[config.mk]
export PLATFORM = sky130hd
export DESIGN_NAME = multi_click_hold_detector_unit_flat
export DESIGN_NICKNAME = d
export VERILOG_FILES = /design/src/hdl/mchd_pkg.sv /design/src/hdl/mchd_if.sv /design/src/hdl/multi_click_hold_detector_unit.sv /design/src/hdl/mchd_core.sv /design/src/flat_wrapper.sv
export SDC_FILE = /design/constraint.sdc
export NUM_CORES = 1
export LEC_CHECK = 0
export BUFFER_PORTS_ARGS = -buffer_cell sky130_fd_sc_hd__buf_2
export CAP_MARGIN = 10
export CORE_ASPECT_RATIO = 0.6
export CORE_MARGIN = 1
export CORE_UTILIZATION = 45
export CTS_CLUSTER_SIZE = 25
export DETAILED_ROUTE_END_ITERATION = 16
export PLACE_DENSITY = 0.74
export SYNTH_ARGS = -nofsm -noshare
export SYNTH_HDL_FRONTEND = slang
export SYNTH_HIERARCHICAL = 1
export SYNTH_SLANG_ARGS = --single-unit
[constraint.sdc]
create_clock -name clk -period 7.2 [get_ports clk]
set_input_delay 0 -clock clk [delete_from_list [all_inputs] [get_ports clk]]
set_output_delay 0 -clock clk [all_outputs]
set_load 0.05 [all_outputs]
[src/hdl/mchd_pkg.sv]
package mchd_pkg;

	localparam int KIND_W   = 2;
	localparam int TIME_W   = 32;
	localparam int LIMIT_W  = 20;
	localparam int COUNT_W  = 8;
	localparam int TRIG_W   = 2;
	localparam int CFG_IDX_W = 1;

	// event kinds
	localparam logic [KIND_W-1:0] KIND_OTHER   = 2'd0;
	localparam logic [KIND_W-1:0] KIND_PRESS   = 2'd1;
	localparam logic [KIND_W-1:0] KIND_RELEASE = 2'd2;

	// trigger codes
	localparam logic [TRIG_W-1:0] TRIG_NONE     = 2'd0;
	localparam logic [TRIG_W-1:0] TRIG_CLICK    = 2'd1;
	localparam logic [TRIG_W-1:0] TRIG_HOLD_ON  = 2'd2;
	localparam logic [TRIG_W-1:0] TRIG_HOLD_OFF = 2'd3;

	// configuration register indexes
	localparam logic [CFG_IDX_W-1:0] REG_CLICK_LIMIT = 1'd0;
	localparam logic [CFG_IDX_W-1:0] REG_MULTI_LIMIT = 1'd1;

	localparam logic [LIMIT_W-1:0] CLICK_LIMIT_RST = 20'd150000;
	localparam logic [LIMIT_W-1:0] MULTI_LIMIT_RST = 20'd400000;

	typedef struct packed {
		logic [TRIG_W-1:0]  trigger_kind;
		logic [COUNT_W-1:0] click_count;
	} mchd_result_t;

	typedef struct packed {
		logic [COUNT_W-1:0] press_count;
		logic [TIME_W-1:0]  last_press_time;
		logic               click_seen;
		logic               hold_sent;
		mchd_result_t       held;
	} mchd_state_t;

	typedef struct packed {
		logic [LIMIT_W-1:0] click_limit_us;
		logic [LIMIT_W-1:0] multi_limit_us;
	} mchd_limits_t;

endpackage

[src/hdl/mchd_if.sv]
interface mchd_evt_if import mchd_pkg::*; ();
	logic              valid;
	logic              ready;
	logic [KIND_W-1:0] kind;
	logic [TIME_W-1:0] time_us;

	modport source (output valid, output kind, output time_us, input ready);
	modport sink (input valid, input kind, input time_us, output ready);
endinterface

interface mchd_res_if import mchd_pkg::*; ();
	logic               valid;
	logic               ready;
	logic [TRIG_W-1:0]  trigger_kind;
	logic [COUNT_W-1:0] click_count;

	modport source (output valid, output trigger_kind, output click_count, input ready);
	modport sink (input valid, input trigger_kind, input click_count, output ready);
endinterface

[src/hdl/multi_click_hold_detector_unit.sv]
// Channel | Dir | Payload                      | Handshake
// evt     | in  | kind[1:0], time_us[31:0]     | valid/ready
// res     | out | trigger_kind[1:0], click_count[7:0] | valid/ready
// cfg     | in  | cfg_index, cfg_wdata[19:0]   | cfg_we, no back-pressure
//
// One result item per event item; an accepted event passes the event stage, then the result register.
// Sustained rate is one item per cycle while res.ready stays high; the detector state updates in one pass.
// arst_n clears the state registers and loads the default limits.
// A stalled result holds the event stage; evt.ready drops only when both are full.
module multi_click_hold_detector_unit import mchd_pkg::*; (
	input  logic                 clk,
	input  logic                 arst_n,
	mchd_evt_if.sink             evt,
	mchd_res_if.source           res,
	input  logic                 cfg_we,
	input  logic [CFG_IDX_W-1:0] cfg_index,
	input  logic [LIMIT_W-1:0]   cfg_wdata
);

	logic              valid_s1;
	logic [KIND_W-1:0] kind_s1;
	logic [TIME_W-1:0] time_s1;
	logic              res_valid_q;
	mchd_result_t      res_q;
	mchd_limits_t      limits_q;
	mchd_result_t      step_res;
	mchd_state_t       state;
	logic              advance;

	assign advance   = valid_s1 && (!res_valid_q || res.ready);
	assign evt.ready = !valid_s1 || advance;

	always_ff @(posedge clk or negedge arst_n) begin
		if (!arst_n) begin
			limits_q <= '{CLICK_LIMIT_RST, MULTI_LIMIT_RST};
		end else if (cfg_we) begin
			unique case (cfg_index)
				REG_CLICK_LIMIT: limits_q.click_limit_us <= cfg_wdata;
				REG_MULTI_LIMIT: limits_q.multi_limit_us <= cfg_wdata;
				default: ;
			endcase
		end
	end

	always_ff @(posedge clk or negedge arst_n) begin
		if (!arst_n) begin
			valid_s1 <= 1'b0;
		end else if (evt.ready) begin
			valid_s1 <= evt.valid;
		end
	end

	always_ff @(posedge clk) begin
		if (evt.valid && evt.ready) begin
			kind_s1 <= evt.kind;
			time_s1 <= evt.time_us;
		end
	end

	mchd_core u_core (
		.clk     (clk),
		.arst_n  (arst_n),
		.step    (advance),
		.kind    (kind_s1),
		.time_us (time_s1),
		.limits  (limits_q),
		.result  (step_res),
		.state   (state)
	);

	always_ff @(posedge clk or negedge arst_n) begin
		if (!arst_n) begin
			res_valid_q <= 1'b0;
		end else if (advance) begin
			res_valid_q <= 1'b1;
		end else if (res.ready) begin
			res_valid_q <= 1'b0;
		end
	end

	always_ff @(posedge clk) begin
		if (advance)
			res_q <= step_res;
	end

	assign res.valid        = res_valid_q;
	assign res.trigger_kind = res_q.trigger_kind;
	assign res.click_count  = res_q.click_count;

	a_none_zero_count: assert property (@(posedge clk) disable iff (!arst_n)
		res_valid_q && (res_q.trigger_kind == TRIG_NONE) |-> res_q.click_count == '0)
		else $error("no-trigger result carries a nonzero count");

	a_click_needs_presses: assert property (@(posedge clk) disable iff (!arst_n)
		state.click_seen |-> state.press_count != '0)
		else $error("click pending with an empty press series");

	a_hold_end_clears: assert property (@(posedge clk) disable iff (!arst_n)
		advance && (step_res.trigger_kind == TRIG_HOLD_OFF) |=> state.press_count == '0)
		else $error("press series survives a hold end");

	a_advance_fills: assert property (@(posedge clk) disable iff (!arst_n)
		advance |=> res_valid_q)
		else $error("processed item did not reach the result register");

endmodule

[src/hdl/mchd_core.sv]
module mchd_core import mchd_pkg::*; (
	input  logic               clk,
	input  logic               arst_n,
	input  logic               step,
	input  logic [KIND_W-1:0]  kind,
	input  logic [TIME_W-1:0]  time_us,
	input  mchd_limits_t       limits,
	output mchd_result_t       result,
	output mchd_state_t        state
);

	mchd_state_t state_q;
	mchd_state_t nxt;
	logic        press;
	logic        release_evt;
	logic [TIME_W-1:0] dt;
	logic        in_click;
	logic        in_multi;

	assign press       = (kind == KIND_PRESS);
	assign release_evt = (kind == KIND_RELEASE);

	always_comb begin
		nxt = state_q;
		if (press) begin
			nxt.last_press_time = time_us;
			nxt.press_count     = state_q.press_count + COUNT_W'(1);
			nxt.held            = '{TRIG_NONE, '0};
			nxt.click_seen      = 1'b0;
		end

		dt       = time_us - nxt.last_press_time;
		in_click = dt < TIME_W'(limits.click_limit_us);
		in_multi = dt < TIME_W'(limits.multi_limit_us);

		if (nxt.press_count != '0) begin
			priority if (in_click) begin
				if (release_evt)
					nxt.click_seen = 1'b1;
			end else if (in_multi) begin
				if (!nxt.click_seen) begin
					if (!nxt.hold_sent) begin
						nxt.held      = '{TRIG_HOLD_ON, nxt.press_count};
						nxt.hold_sent = 1'b1;
					end else begin
						nxt.held = '{TRIG_NONE, '0};
					end
					if (release_evt) begin
						nxt.held        = '{TRIG_HOLD_OFF, nxt.press_count};
						nxt.press_count = '0;
						nxt.hold_sent   = 1'b0;
					end
				end
			end else begin
				// late window: report a pending click series, a release ends the hold
				if (nxt.click_seen) begin
					nxt.held        = '{TRIG_CLICK, nxt.press_count};
					nxt.click_seen  = 1'b0;
					nxt.press_count = '0;
				end
				if (release_evt) begin
					nxt.held        = '{TRIG_HOLD_OFF, nxt.press_count};
					nxt.press_count = '0;
					nxt.hold_sent   = 1'b0;
				end
			end
		end else begin
			nxt.held = '{TRIG_NONE, '0};
		end
	end

	always_ff @(posedge clk or negedge arst_n) begin
		if (!arst_n) begin
			state_q <= '0;
		end else if (step) begin
			state_q <= nxt;
		end
	end

	assign result = nxt.held;
	assign state  = state_q;

endmodule
[src/flat_wrapper.sv]
// flat-port wrapper written by rule: the top's interface ports become plain ports
module multi_click_hold_detector_unit_flat import mchd_pkg::*;
  (clk, arst_n, cfg_we, cfg_index, cfg_wdata, evt_valid, evt_kind, evt_time_us, evt_ready, res_valid, res_trigger_kind, res_click_count, res_ready);
  mchd_evt_if evt_i ();
  mchd_res_if res_i ();
  input  logic clk;
  input  logic arst_n;
  input  logic cfg_we;
  input  logic [CFG_IDX_W-1:0] cfg_index;
  input  logic [LIMIT_W-1:0] cfg_wdata;
  input wire logic [$bits(evt_i.valid)-1:0] evt_valid;
  input wire logic [$bits(evt_i.kind)-1:0] evt_kind;
  input wire logic [$bits(evt_i.time_us)-1:0] evt_time_us;
  output wire logic [$bits(evt_i.ready)-1:0] evt_ready;
  output wire logic [$bits(res_i.valid)-1:0] res_valid;
  output wire logic [$bits(res_i.trigger_kind)-1:0] res_trigger_kind;
  output wire logic [$bits(res_i.click_count)-1:0] res_click_count;
  input wire logic [$bits(res_i.ready)-1:0] res_ready;
  assign evt_i.valid = evt_valid;
  assign evt_i.kind = evt_kind;
  assign evt_i.time_us = evt_time_us;
  assign evt_ready = evt_i.ready;
  assign res_valid = res_i.valid;
  assign res_trigger_kind = res_i.trigger_kind;
  assign res_click_count = res_i.click_count;
  assign res_i.ready = res_ready;
  multi_click_hold_detector_unit u_core (.clk(clk), .arst_n(arst_n), .evt(evt_i), .res(res_i), .cfg_we(cfg_we), .cfg_index(cfg_index), .cfg_wdata(cfg_wdata));
endmodule
==> results.tsv <==
stage	metric	value	unit
detailed_routing	DR WL/cell	18.4	um
grt	vias in the first global route	7300	
floorplanning	total die area	21900	um2
critical_path	Worst setup EP type	register	
sta	actual transition at the worst max-transition pin	953	ps
detailed_routing	Avg Vias per Cell	5.81	
final_layout	post-layout util	0.548	
synthesis	fraction of registers with async set/reset	0.681	
critical_path	data arrival time of the critical path	6360	ps
floorplanning	placement row count	40	
clocking	number of buffers on the longest clock path	2	
sta	min Tclk post-route	6160	ps
synthesis	FF+latch count, synth	138	
sta	RSZ-0062 raised after global routing	no	
grt	GR Overflow Total	0	
floorplanning	Die X	191	um
detailed_routing	total wire length	24600	um
clocking	clock-pin transition on the worst setup and hold timing paths	60	ps
synthesis	mean area per synthesized cell	10.1	um2
sta	Final setup viols	0	
sta	maximum operating frequency	162	MHz
critical_path	path type of the worst setup path	register to register	
final_layout	area growth from synthesis to layout	16.8	%
pwr	Worst IR Drop VDD	169	uV
job	number of max-cap violations	0	
synthesis	leading post-synthesis cells by cell area	dfrtp_1, edfxtp_1, ha_1	
status	outcome	completed	
pwr	areal power density over the cells	306	nW/um2
sta	number of max-slew violations in the final report	0	
synthesis	number of enable-type register cells in the synthesized netlist	44	
synthesis	number of nets in the synthesized netlist	1081	
final_layout	layout cells sized above 1	0.206	
clocking	H-tree depth	4	
critical_path	list of cells traversed by the critical path	nand2b_4 -> mux2i_1 -> ha_1 -> a21oi_1 -> o21ai_0 -> a21oi_1 -> nand2_2 -> nor2_1 -> o21ai_0 -> xor2_1 -> ha_1 -> nand4_1 -> nor3_1 -> a221o_1 -> nor3_1 -> o21ai_0 -> a21oi_1 -> and4_4 -> mux2_1 -> a21oi_1 -> nor2_1	
detailed_routing	count of vias placed by the detailed router	7780	
sta	post-route worst hold slack	73.8	ps
detailed_routing	ANT nets after route	0	
synthesis	area share of the leading cell type in the synthesized netlist	0.209	
grt	pin count of the biggest net entering global routing	59	
critical_path	Buffers & Inverters on Critical Path	0	
clocking	cell chosen for the clock root	clkbuf_16	
critical_path	category of the worst setup path launch point	register	
detailed_routing	total DRC errors in the routed layout	0	
final_layout	Sequential cell area	3690	um2
critical_path	critical path required time	7400	ps
final_layout	net total in the final layout	1180	
critical_path	cell with the largest stage delay on the worst path	edfxtp_1	
synthesis	area leader, netlist	dfrtp_1	
synthesis	cell count after synthesis	953	
synthesis	Syn. warnings	6	
synthesis	area of the mapped netlist	9600	um2
pwr	leakage power summed over all cells	4.95	nW
floorplanning	height of the die	115	um
synthesis	proportion of synthesized chip area in sequential cells	0.385	
critical_path	family of cells with the greatest summed delay on the critical path	compound AO/OA/AOI/OAI gates	
critical_path	CP most frequent cell	a21oi_1	
grt	overall global routing resource usage	0.235	
grt	first-pass GRT wire length	39600	um
place	number of buffers added on ports	71	
synthesis	Yosys cell types	84	
synthesis	main flop type after synthesis	dfrtp_1	
final_layout	number of antenna repair diodes	0	
sta	setup skew after layout	12.0	ps
detailed_routing	drt first pass iters	6	
critical_path	delay of the slowest cell on the worst path	580	ps
grt	antenna violations before repair	0	
worst_hold_path	path class of the lowest-slack min-delay path	input pin to async pin	
place	Detailed Place HPWL	17800	um
floorplanning	Initial Utilization	0.469	
clocking	clock sink total	138	
sta	final clock period utilization by the worst path	0.856	
floorplanning	core area	20500	um2
final_layout	number of fill cells in the layout	1818	
sta	final hold violation count	0	
final_layout	area occupied by multi-input gates	5400	um2
critical_path	minimum setup slack among reg-to-reg paths	1040	ps
floorplanning	I/O pin count	72	
synthesis	cell types with the highest counts after synthesis	dfrtp_1, nand2_1, ha_1, a21oi_1, nor2_1	
clocking	Skew-Pair Late Insertion Delay	440	ps
critical_path	Max Fanout on Critical Path	31	
clocking	TritonCTS clock tree	yes	
sta	total negative slack for setup checks	0	ps
sta	max_slew headroom	0.365	
clocking	Num CTS Buffers	17	
place	final weighted congestion in routability-driven placement	0.958	
synthesis	most repeated cell in the gate-level netlist after synthesis	dfrtp_1	
detailed_routing	Starting DRT DRC Count	770	
==> power breakdown <==
group          internal, mW  switching [mW]
clock                 0.525           0.368
sequential            0.957           0.110
combinational         0.619           0.849
total                  2.10            1.33
==> final timing paths <==
check,startpoint,end,depth (start not counted)
worst max-delay path,u_core/kind_s1[1],u_core/res.click_count[7],21
worst min-delay path,arst_n,u_core/limits_q[16],2
worst max register to register,u_core/kind_s1[1],u_core/res.click_count[7],21
worst min register to register,u_core/u_core/state[12],u_core/u_core/state[12],2
max in group asynchronous,arst_n,u_core/u_core/state[18],3
min in group clk,cfg_index,u_core/limits_q[25],4
==> worst reg2reg max path, delay by kind of cell (launching register included) <==
kind            cells  cell delay [ps]
compound gates      8             2050
xor+xnor            1              270
fa+ha+maj           2              660
flops               1              580
mux                 2              630
simple gates        8             1730
==> per-stage QoR <==
step / area, um2 / total power, mW / worst slack (ps) / cells
floorplan: 9600 / 2.13 / 1220 / 953
global placement: 10000 / 2.45 / 1290 / 1248
detailed placement: 10000 / 2.48 / 1180 / 1248
CTS: 11200 / 3.42 / 1150 / 1338
global route: 11200 / 3.65 / 743 / 1338
finish: 11200 / 3.43 / 1040 / 1338
==> routing by layer <==
layer  part of all wire  up-vias  GRT usage
li1                   -     3711          -
met3              0.078       27     0.0540
met4              0.013        0     0.0699
met5                  0        -          0
met2               0.39      302      0.319
met1               0.52     3740      0.362
==> cell families after synthesis <==
group                    after synthesis  share of synthesized area
AO/OA/AOI/OAI                        243                      0.167
multiplexers                         117                      0.147
XOR/XNOR                              30                     0.0274
buffers and inverters                106                     0.0532
AND/OR/NAND/NOR                      251                      0.131
adder cells (fa/ha/maj)               68                     0.0886
flip-flops                           138                      0.385
==> placed cells by master, fill, tap and decap left out, types with 8 or more instances in the layout <==
cell type,instances
buf_4,9
nand3_1,21
o21a_1,11
a21oi_1,59
a211oi_1,8
edfxtp_1,44
ha_1,68
xnor2_1,19
o211ai_1,8
nor2_1,57
inv_1,49
dlygate4sd3_1,58
nor3_1,17
clkbuf_16,17
nor2b_1,10
mux2_2,33
xor2_1,11
nand4_1,18
mux2_4,40
a31oi_1,15
o21ai_0,51
nand2b_1,12
buf_2,70
a21o_1,28
nand2_1,74
mux2i_1,42
dfrtp_1,80
and3_1,8
dfstp_2,14
==> sequential cells by signal (all words and copies together), names as in the netlist <==
register / flops
u_core/res.valid: 1
u_core/u_core/state: 52
u_core/res.click_count: 8
u_core/limits_q: 40
u_core/res.trigger_kind: 2
u_core/time_s1: 32
u_core/kind_s1: 2
u_core/valid_s1: 1
==> final cells by class <==
| cell class | instances | share of cell area |
|---|---|---|
| Timing Repair Buffer | 137 | 0.0890 |
| Clock inverter | 14 | 0.0143 |
| Sequential cell | 138 | 0.329 |
| Clock buffer | 18 | 0.0392 |
| Tap cell | 273 | 0.0305 |
| Inverter | 49 | 0.0164 |
| Multi-Input combinational cell | 709 | 0.481 |
==> timing repair <==
item / in CTS / in global routing
gates resized for setup: 0 / 0
hold buffers: 58 / 0
buffers inserted: 0 / 0
hold endpoints to repair: 112 / 0
(Power assumes the default switching activity.)
